$ cat src/rtl/core/aescbc_pkg.sv
// ----------------------------------------------------------------------------
// AES-128 CBC package
// S-box tables, GF helpers and command/status types shared by the block.
// ----------------------------------------------------------------------------
package aescbc_pkg;

	localparam int NUM_ROUNDS = 10;

	localparam logic [2:0] REG_MODE   = 3'd0;
	localparam logic [2:0] REG_KEY_HI = 3'd1;
	localparam logic [2:0] REG_KEY_LO = 3'd2;
	localparam logic [2:0] REG_IV_HI  = 3'd3;
	localparam logic [2:0] REG_IV_LO  = 3'd4;

	typedef struct packed {
		logic       key_start;   // load cipher key, begin expansion
		logic       key_step;    // derive next round key
		logic       blk_load;    // capture input block, whiten
		logic       round_step;  // run one round
		logic       out_load;    // capture result
	} ctl_cmd_t;

	typedef struct packed {
		logic       key_done;
		logic       last_round;
	} ctl_sts_t;

	function automatic logic [7:0] xtime(input logic [7:0] a);
		xtime = {a[6:0], 1'b0} ^ (a[7] ? 8'h1b : 8'h00);
	endfunction

	function automatic logic [7:0] gmul(input logic [7:0] a, input logic [3:0] b);
		logic [7:0] r;
		logic [7:0] p;
		r = '0;
		p = a;
		for (int i = 0; i < 4; i++) begin
			if (b[i]) r = r ^ p;
			p = xtime(p);
		end
		gmul = r;
	endfunction

	function automatic logic [7:0] sbox(input logic [7:0] x);
		logic [7:0] t [256];
		t = '{
		8'h63,8'h7c,8'h77,8'h7b,8'hf2,8'h6b,8'h6f,8'hc5,8'h30,8'h01,8'h67,8'h2b,8'hfe,8'hd7,8'hab,8'h76,
		8'hca,8'h82,8'hc9,8'h7d,8'hfa,8'h59,8'h47,8'hf0,8'had,8'hd4,8'ha2,8'haf,8'h9c,8'ha4,8'h72,8'hc0,
		8'hb7,8'hfd,8'h93,8'h26,8'h36,8'h3f,8'hf7,8'hcc,8'h34,8'ha5,8'he5,8'hf1,8'h71,8'hd8,8'h31,8'h15,
		8'h04,8'hc7,8'h23,8'hc3,8'h18,8'h96,8'h05,8'h9a,8'h07,8'h12,8'h80,8'he2,8'heb,8'h27,8'hb2,8'h75,
		8'h09,8'h83,8'h2c,8'h1a,8'h1b,8'h6e,8'h5a,8'ha0,8'h52,8'h3b,8'hd6,8'hb3,8'h29,8'he3,8'h2f,8'h84,
		8'h53,8'hd1,8'h00,8'hed,8'h20,8'hfc,8'hb1,8'h5b,8'h6a,8'hcb,8'hbe,8'h39,8'h4a,8'h4c,8'h58,8'hcf,
		8'hd0,8'hef,8'haa,8'hfb,8'h43,8'h4d,8'h33,8'h85,8'h45,8'hf9,8'h02,8'h7f,8'h50,8'h3c,8'h9f,8'ha8,
		8'h51,8'ha3,8'h40,8'h8f,8'h92,8'h9d,8'h38,8'hf5,8'hbc,8'hb6,8'hda,8'h21,8'h10,8'hff,8'hf3,8'hd2,
		8'hcd,8'h0c,8'h13,8'hec,8'h5f,8'h97,8'h44,8'h17,8'hc4,8'ha7,8'h7e,8'h3d,8'h64,8'h5d,8'h19,8'h73,
		8'h60,8'h81,8'h4f,8'hdc,8'h22,8'h2a,8'h90,8'h88,8'h46,8'hee,8'hb8,8'h14,8'hde,8'h5e,8'h0b,8'hdb,
		8'he0,8'h32,8'h3a,8'h0a,8'h49,8'h06,8'h24,8'h5c,8'hc2,8'hd3,8'hac,8'h62,8'h91,8'h95,8'he4,8'h79,
		8'he7,8'hc8,8'h37,8'h6d,8'h8d,8'hd5,8'h4e,8'ha9,8'h6c,8'h56,8'hf4,8'hea,8'h65,8'h7a,8'hae,8'h08,
		8'hba,8'h78,8'h25,8'h2e,8'h1c,8'ha6,8'hb4,8'hc6,8'he8,8'hdd,8'h74,8'h1f,8'h4b,8'hbd,8'h8b,8'h8a,
		8'h70,8'h3e,8'hb5,8'h66,8'h48,8'h03,8'hf6,8'h0e,8'h61,8'h35,8'h57,8'hb9,8'h86,8'hc1,8'h1d,8'h9e,
		8'he1,8'hf8,8'h98,8'h11,8'h69,8'hd9,8'h8e,8'h94,8'h9b,8'h1e,8'h87,8'he9,8'hce,8'h55,8'h28,8'hdf,
		8'h8c,8'ha1,8'h89,8'h0d,8'hbf,8'he6,8'h42,8'h68,8'h41,8'h99,8'h2d,8'h0f,8'hb0,8'h54,8'hbb,8'h16};
		sbox = t[x];
	endfunction

	// inverse S-box table
	function automatic logic [7:0] inv_sbox(input logic [7:0] y);
		logic [7:0] t [256];
		t = '{
		8'h52,8'h09,8'h6a,8'hd5,8'h30,8'h36,8'ha5,8'h38,8'hbf,8'h40,8'ha3,8'h9e,8'h81,8'hf3,8'hd7,8'hfb,
		8'h7c,8'he3,8'h39,8'h82,8'h9b,8'h2f,8'hff,8'h87,8'h34,8'h8e,8'h43,8'h44,8'hc4,8'hde,8'he9,8'hcb,
		8'h54,8'h7b,8'h94,8'h32,8'ha6,8'hc2,8'h23,8'h3d,8'hee,8'h4c,8'h95,8'h0b,8'h42,8'hfa,8'hc3,8'h4e,
		8'h08,8'h2e,8'ha1,8'h66,8'h28,8'hd9,8'h24,8'hb2,8'h76,8'h5b,8'ha2,8'h49,8'h6d,8'h8b,8'hd1,8'h25,
		8'h72,8'hf8,8'hf6,8'h64,8'h86,8'h68,8'h98,8'h16,8'hd4,8'ha4,8'h5c,8'hcc,8'h5d,8'h65,8'hb6,8'h92,
		8'h6c,8'h70,8'h48,8'h50,8'hfd,8'hed,8'hb9,8'hda,8'h5e,8'h15,8'h46,8'h57,8'ha7,8'h8d,8'h9d,8'h84,
		8'h90,8'hd8,8'hab,8'h00,8'h8c,8'hbc,8'hd3,8'h0a,8'hf7,8'he4,8'h58,8'h05,8'hb8,8'hb3,8'h45,8'h06,
		8'hd0,8'h2c,8'h1e,8'h8f,8'hca,8'h3f,8'h0f,8'h02,8'hc1,8'haf,8'hbd,8'h03,8'h01,8'h13,8'h8a,8'h6b,
		8'h3a,8'h91,8'h11,8'h41,8'h4f,8'h67,8'hdc,8'hea,8'h97,8'hf2,8'hcf,8'hce,8'hf0,8'hb4,8'he6,8'h73,
		8'h96,8'hac,8'h74,8'h22,8'he7,8'had,8'h35,8'h85,8'he2,8'hf9,8'h37,8'he8,8'h1c,8'h75,8'hdf,8'h6e,
		8'h47,8'hf1,8'h1a,8'h71,8'h1d,8'h29,8'hc5,8'h89,8'h6f,8'hb7,8'h62,8'h0e,8'haa,8'h18,8'hbe,8'h1b,
		8'hfc,8'h56,8'h3e,8'h4b,8'hc6,8'hd2,8'h79,8'h20,8'h9a,8'hdb,8'hc0,8'hfe,8'h78,8'hcd,8'h5a,8'hf4,
		8'h1f,8'hdd,8'ha8,8'h33,8'h88,8'h07,8'hc7,8'h31,8'hb1,8'h12,8'h10,8'h59,8'h27,8'h80,8'hec,8'h5f,
		8'h60,8'h51,8'h7f,8'ha9,8'h19,8'hb5,8'h4a,8'h0d,8'h2d,8'he5,8'h7a,8'h9f,8'h93,8'hc9,8'h9c,8'hef,
		8'ha0,8'he0,8'h3b,8'h4d,8'hae,8'h2a,8'hf5,8'hb0,8'hc8,8'heb,8'hbb,8'h3c,8'h83,8'h53,8'h99,8'h61,
		8'h17,8'h2b,8'h04,8'h7e,8'hba,8'h77,8'hd6,8'h26,8'he1,8'h69,8'h14,8'h63,8'h55,8'h21,8'h0c,8'h7d};
		inv_sbox = t[y];
	endfunction

	function automatic logic [127:0] sub_shift(input logic [127:0] s);
		logic [127:0] t;
		for (int r = 0; r < 4; r++)
			for (int c = 0; c < 4; c++)
				t[127-8*(r+4*c) -: 8] = sbox(s[127-8*(r+4*((c+r)%4)) -: 8]);
		sub_shift = t;
	endfunction

	function automatic logic [127:0] inv_shift_sub(input logic [127:0] s);
		logic [127:0] t;
		for (int r = 0; r < 4; r++)
			for (int c = 0; c < 4; c++)
				t[127-8*(r+4*((c+r)%4)) -: 8] = inv_sbox(s[127-8*(r+4*c) -: 8]);
		inv_shift_sub = t;
	endfunction

	function automatic logic [127:0] mix_cols(input logic [127:0] s);
		logic [127:0] t;
		logic [7:0] a0, a1, a2, a3;
		for (int c = 0; c < 4; c++) begin
			a0 = s[127-32*c -: 8];
			a1 = s[119-32*c -: 8];
			a2 = s[111-32*c -: 8];
			a3 = s[103-32*c -: 8];
			t[127-32*c -: 8] = gmul(a0, 4'd2) ^ gmul(a1, 4'd3) ^ a2 ^ a3;
			t[119-32*c -: 8] = a0 ^ gmul(a1, 4'd2) ^ gmul(a2, 4'd3) ^ a3;
			t[111-32*c -: 8] = a0 ^ a1 ^ gmul(a2, 4'd2) ^ gmul(a3, 4'd3);
			t[103-32*c -: 8] = gmul(a0, 4'd3) ^ a1 ^ a2 ^ gmul(a3, 4'd2);
		end
		mix_cols = t;
	endfunction

	function automatic logic [127:0] inv_mix_cols(input logic [127:0] s);
		logic [127:0] t;
		logic [7:0] a0, a1, a2, a3;
		for (int c = 0; c < 4; c++) begin
			a0 = s[127-32*c -: 8];
			a1 = s[119-32*c -: 8];
			a2 = s[111-32*c -: 8];
			a3 = s[103-32*c -: 8];
			t[127-32*c -: 8] = gmul(a0,4'd14)^gmul(a1,4'd11)^gmul(a2,4'd13)^gmul(a3,4'd9);
			t[119-32*c -: 8] = gmul(a0,4'd9)^gmul(a1,4'd14)^gmul(a2,4'd11)^gmul(a3,4'd13);
			t[111-32*c -: 8] = gmul(a0,4'd13)^gmul(a1,4'd9)^gmul(a2,4'd14)^gmul(a3,4'd11);
			t[103-32*c -: 8] = gmul(a0,4'd11)^gmul(a1,4'd13)^gmul(a2,4'd9)^gmul(a3,4'd14);
		end
		inv_mix_cols = t;
	endfunction

endpackage

$ cat src/rtl/core/aescbc_ctrl.sv
// ----------------------------------------------------------------------------
// AES-128 CBC controller
// Sequences key expansion, rounds and result handoff.
// ----------------------------------------------------------------------------
module aescbc_ctrl (
	input  logic                  clk,
	input  logic                  arst_n,
	input  logic                  key_write,
	input  logic                  in_valid,
	output logic                  in_ready,
	output logic                  out_valid,
	input  logic                  out_ready,
	input  aescbc_pkg::ctl_sts_t  sts,
	output aescbc_pkg::ctl_cmd_t  cmd
);
	localparam logic [1:0] ST_IDLE  = 2'd0;
	localparam logic [1:0] ST_KEY   = 2'd1;
	localparam logic [1:0] ST_ROUND = 2'd2;

	logic [1:0] state_q;
	logic       key_pend_q;
	logic       out_valid_q;
	logic       take;

	// one block in flight; output register free or being drained
	assign in_ready  = (state_q == ST_IDLE) && !key_pend_q && (!out_valid_q || out_ready);
	assign take      = in_valid && in_ready;
	assign out_valid = out_valid_q;

	always_comb begin
		cmd = '0;
		cmd.key_start  = (state_q == ST_IDLE) && key_pend_q;
		cmd.key_step   = (state_q == ST_KEY) && !sts.key_done;
		cmd.blk_load   = take;
		cmd.round_step = (state_q == ST_ROUND);
		cmd.out_load   = (state_q == ST_ROUND) && sts.last_round;
	end

	always_ff @(posedge clk or negedge arst_n) begin
		if (!arst_n) begin
			state_q     <= ST_IDLE;
			key_pend_q  <= 1'b1;
			out_valid_q <= 1'b0;
		end else begin
			if (out_valid_q && out_ready) out_valid_q <= 1'b0;
			unique case (state_q)
				ST_IDLE: begin
					if (key_pend_q) begin
						state_q    <= ST_KEY;
						key_pend_q <= 1'b0;
					end else if (take) begin
						state_q <= ST_ROUND;
					end
				end
				ST_KEY: begin
					if (sts.key_done) state_q <= ST_IDLE;
				end
				ST_ROUND: begin
					if (sts.last_round) begin
						state_q     <= ST_IDLE;
						out_valid_q <= 1'b1;
					end
				end
				default: state_q <= ST_IDLE;
			endcase
			if (key_write) key_pend_q <= 1'b1;
		end
	end
endmodule

$ cat config.mk
export PLATFORM = sky130hd
export DESIGN_NAME = aescbc_ctrl
export DESIGN_NICKNAME = d
export VERILOG_FILES = /design/src/rtl/core/aescbc_pkg.sv /design/src/rtl/core/aescbc_ctrl.sv
export SDC_FILE = /design/constraint.sdc
export NUM_CORES = 1
export LEC_CHECK = 0
export BUFFER_PORTS_ARGS = -buffer_cell sky130_fd_sc_hd__buf_2
export CORE_AREA = 2 2 39 41
export CTS_CLUSTER_DIAMETER = 50
export DETAILED_ROUTE_END_ITERATION = 10
export DIE_AREA = 0 0 41 43
export SLEW_MARGIN = 20
export SYNTH_ARGS = -nofsm -noshare
export SYNTH_HDL_FRONTEND = slang
export SYNTH_SLANG_ARGS = --single-unit
$ cat constraint.sdc
create_clock -name clk -period 2.4 [get_ports clk]
set_input_delay 0.24 -clock clk [delete_from_list [all_inputs] [get_ports clk]]
set_output_delay 0.24 -clock clk [all_outputs]
set_load 0.01 [all_outputs]
==> results.tsv <==
metric	value	unit
DIE AREA	0.00176	sq mm
Total GRT Usage	6.36	%
via/cell ratio	3.52	
layout overhead on the synthesized area	53.5	%
Yosys reg bits	4	
min cycle time layout	1.42	ns
Netlist cell types	16	
final WL	472	um
CP Max Fanout	6	
RSZ-0062 raised after global routing	false	
Worst-Margin Slew	0.173	ns
FMAX	703	MHz
Max Root-Sink Buffers	2	
Via Count	190	
first-pass GRT wire length	655	um
crit path capture type	output port	
share of the synthesized area in the top cell type	35.3	%
largest net degree at the start of global routing	7	
leakage	0.195	nW
Worst slew margin	88.4	%
status	finished clean	
TNS Setup	0	ns
CP peak stage delay	0.42	ns
Layout Utilization	23.6	%
layout net count	46	
DRC	0	
synthesized cell area	213	sq um
leading area contributor after synthesis	dfrtp_1	
Placeable Area	0.00138	sq mm
post-cts gate resize count	0	
HPWL after DPL	373	um
syn avg cell area	10.1	sq um
ranking of synthesized cells by area	dfrtp_1 35%, dfstp_2 12%, and4b_4 6.5%, nand2b_1 5.9%, and3b_2 4.7%	
Initial Utilization	15.4	%
total CTS buffers	3	
critical path arrival	1.18	ns
Critical Path Source Type	flip-flop	
Final ANT Viol Nets	0	
hold_buf cts	1	
die width	41	um
Final Cycle Share	59.3	%
Hold Fails Final Rpt	0	
Cell Rows	14	
max_cap viols	0	
Avg WL per Cell	8.74	um
Die Ht	43	um
VDD IR max	0.000238	V
fin. max-slew vios	0	
crit-path cells	nor2_2 > and4b_4 > buf_2	
Post-Place Cell Area	290	sq um
postcts setup bufs	0	
drt pass-1 iters	2	
crit-path leading delay family	flip-flops	
critical path class	reg2out	
Yosys warnings	0	
Inserted Diodes	0	
Setup violations, final	0	
Pwr Density	951	mW/mm^2
layout cell share with drive strength beyond 1	55.3	%
antenna violations before repair	0	
CTS root buffer	clkbuf_4	
global route overflow	0	
Worst Hold Class	in2reg	
clock sinks	4	
Clock Pin Slew Worst Setup and Hold Paths	0.04	ns
Seq/Total Area, Yosys	47.6	%
Critical Path RT	2.16	ns
Syn Inst Count	21	
Post-Syn Nets	28	
cell area after layout	327	sq um
port buffer count	13	
GPL Wtd Cong	0.698	
vias in the first global route	180	
WP buf/inv	1	
worst skew pair latency	0.24	ns
CTS tree	built	
First DRT Iteration DRCs	1	
clk_skew	0.00550	ns
H-tree depth	1	
I/O Pins	14	
Slowest cell on crit path	dfrtp_1	
-- worst reg2reg max path: stages (launching register included) --
cell     delay, ns
dfstp_2       0.54
and4b_4       0.21
a21o_1        0.14
-- final cells by class --
class                      instances  area [sq um]
clock buffer                       4          26.3
fill                             156          1060
inverter                           2          7.51
multi-input combinational         14          96.3
sequential                         4           101
tap                               16          20.0
timing repair buffer              14          75.1
-- flip-flops by register name (all words and copies together), names as in the netlist --
register and count:
out_valid 1, key_pend_q 1, state_q 2
-- synthesized netlist by cell type (all sizes together) --
library cell and count:
and4b 1, and3b 1, dfstp 1, and2b 1, nor2 2, nand2b 2
nand2 2, dfrtp 3, inv 2, and2 1, buf 1, a21o 1
a211oi 1, nor3b 1, o21ai 1
-- final timing paths --
| kind | startpoint | endpoint | slack, ns | cells past startpoint |
|---|---|---|---|---|
| worst max-delay path | state_q[0] | cmd[2] | 0.98 | 3 |
| worst min-delay path | key_write | key_pend_q | 0.19 | 2 |
| worst max register to register | key_pend_q | state_q[1] | 1.40 | 2 |
| worst min register to register | key_pend_q | key_pend_q | 0.50 | 2 |
| max in group asynchronous | arst_n | key_pend_q | 1.86 | 2 |
| min in group asynchronous | arst_n | out_valid | 0.33 | 2 |
-- routing by layer --
metal	up-vias	track usage (%)	wire length [um]
li1	103	-	-
met1	78	6.54	199
met2	9	7.81	207
met3	0	3.14	66
met4	0	8.00	0
met5	-	0	0
-- cells by family after synthesis --
logic type             count (synthesis)  synth area share [%]
and+or+nand+nor                       11                  35.9
DFF                                    4                  47.6
buffers and inverters                  3                  7.06
AOI/OAI and AO/OA                      3                  9.41
-- cells in the final DEF, fill, tap and decap left out --
cell and instances:
dfstp_2 1, inv_1 2, o21ai_0 1, nor3b_1 1, nand2_1 2, dlygate4sd3_1 1, nand2b_1 2, clkbuf_1 1
dfrtp_1 3, and3b_2 1, nor2_2 1, nor2_1 1, a21o_1 1, clkbuf_4 3, and4b_4 1, and2_2 1
a211oi_1 1, and2b_1 1, buf_2 13
-- stage by stage --
stage	std cells	total power, mW	setup slack (ns)	hold slack [ns]
2_1_floorplan	21	0.183	1.29	-0.0556
3_3_place_gp	49	0.219	1.22	0.0479
3_5_place_dp	49	0.220	1.21	0.0473
4_1_cts	54	0.318	0.952	0.187
5_1_grt	54	0.338	0.904	0.196
6_report	54	0.311	0.977	0.195
-- power by group --
part | switching [mW] | internal [mW]
combinational | 0.0449 | 0.0587
sequential | 0.0234 | 0.0910
clock | 0.0301 | 0.0626
total | 0.0983 | 0.212
Power figures use the tool's default switching activity.
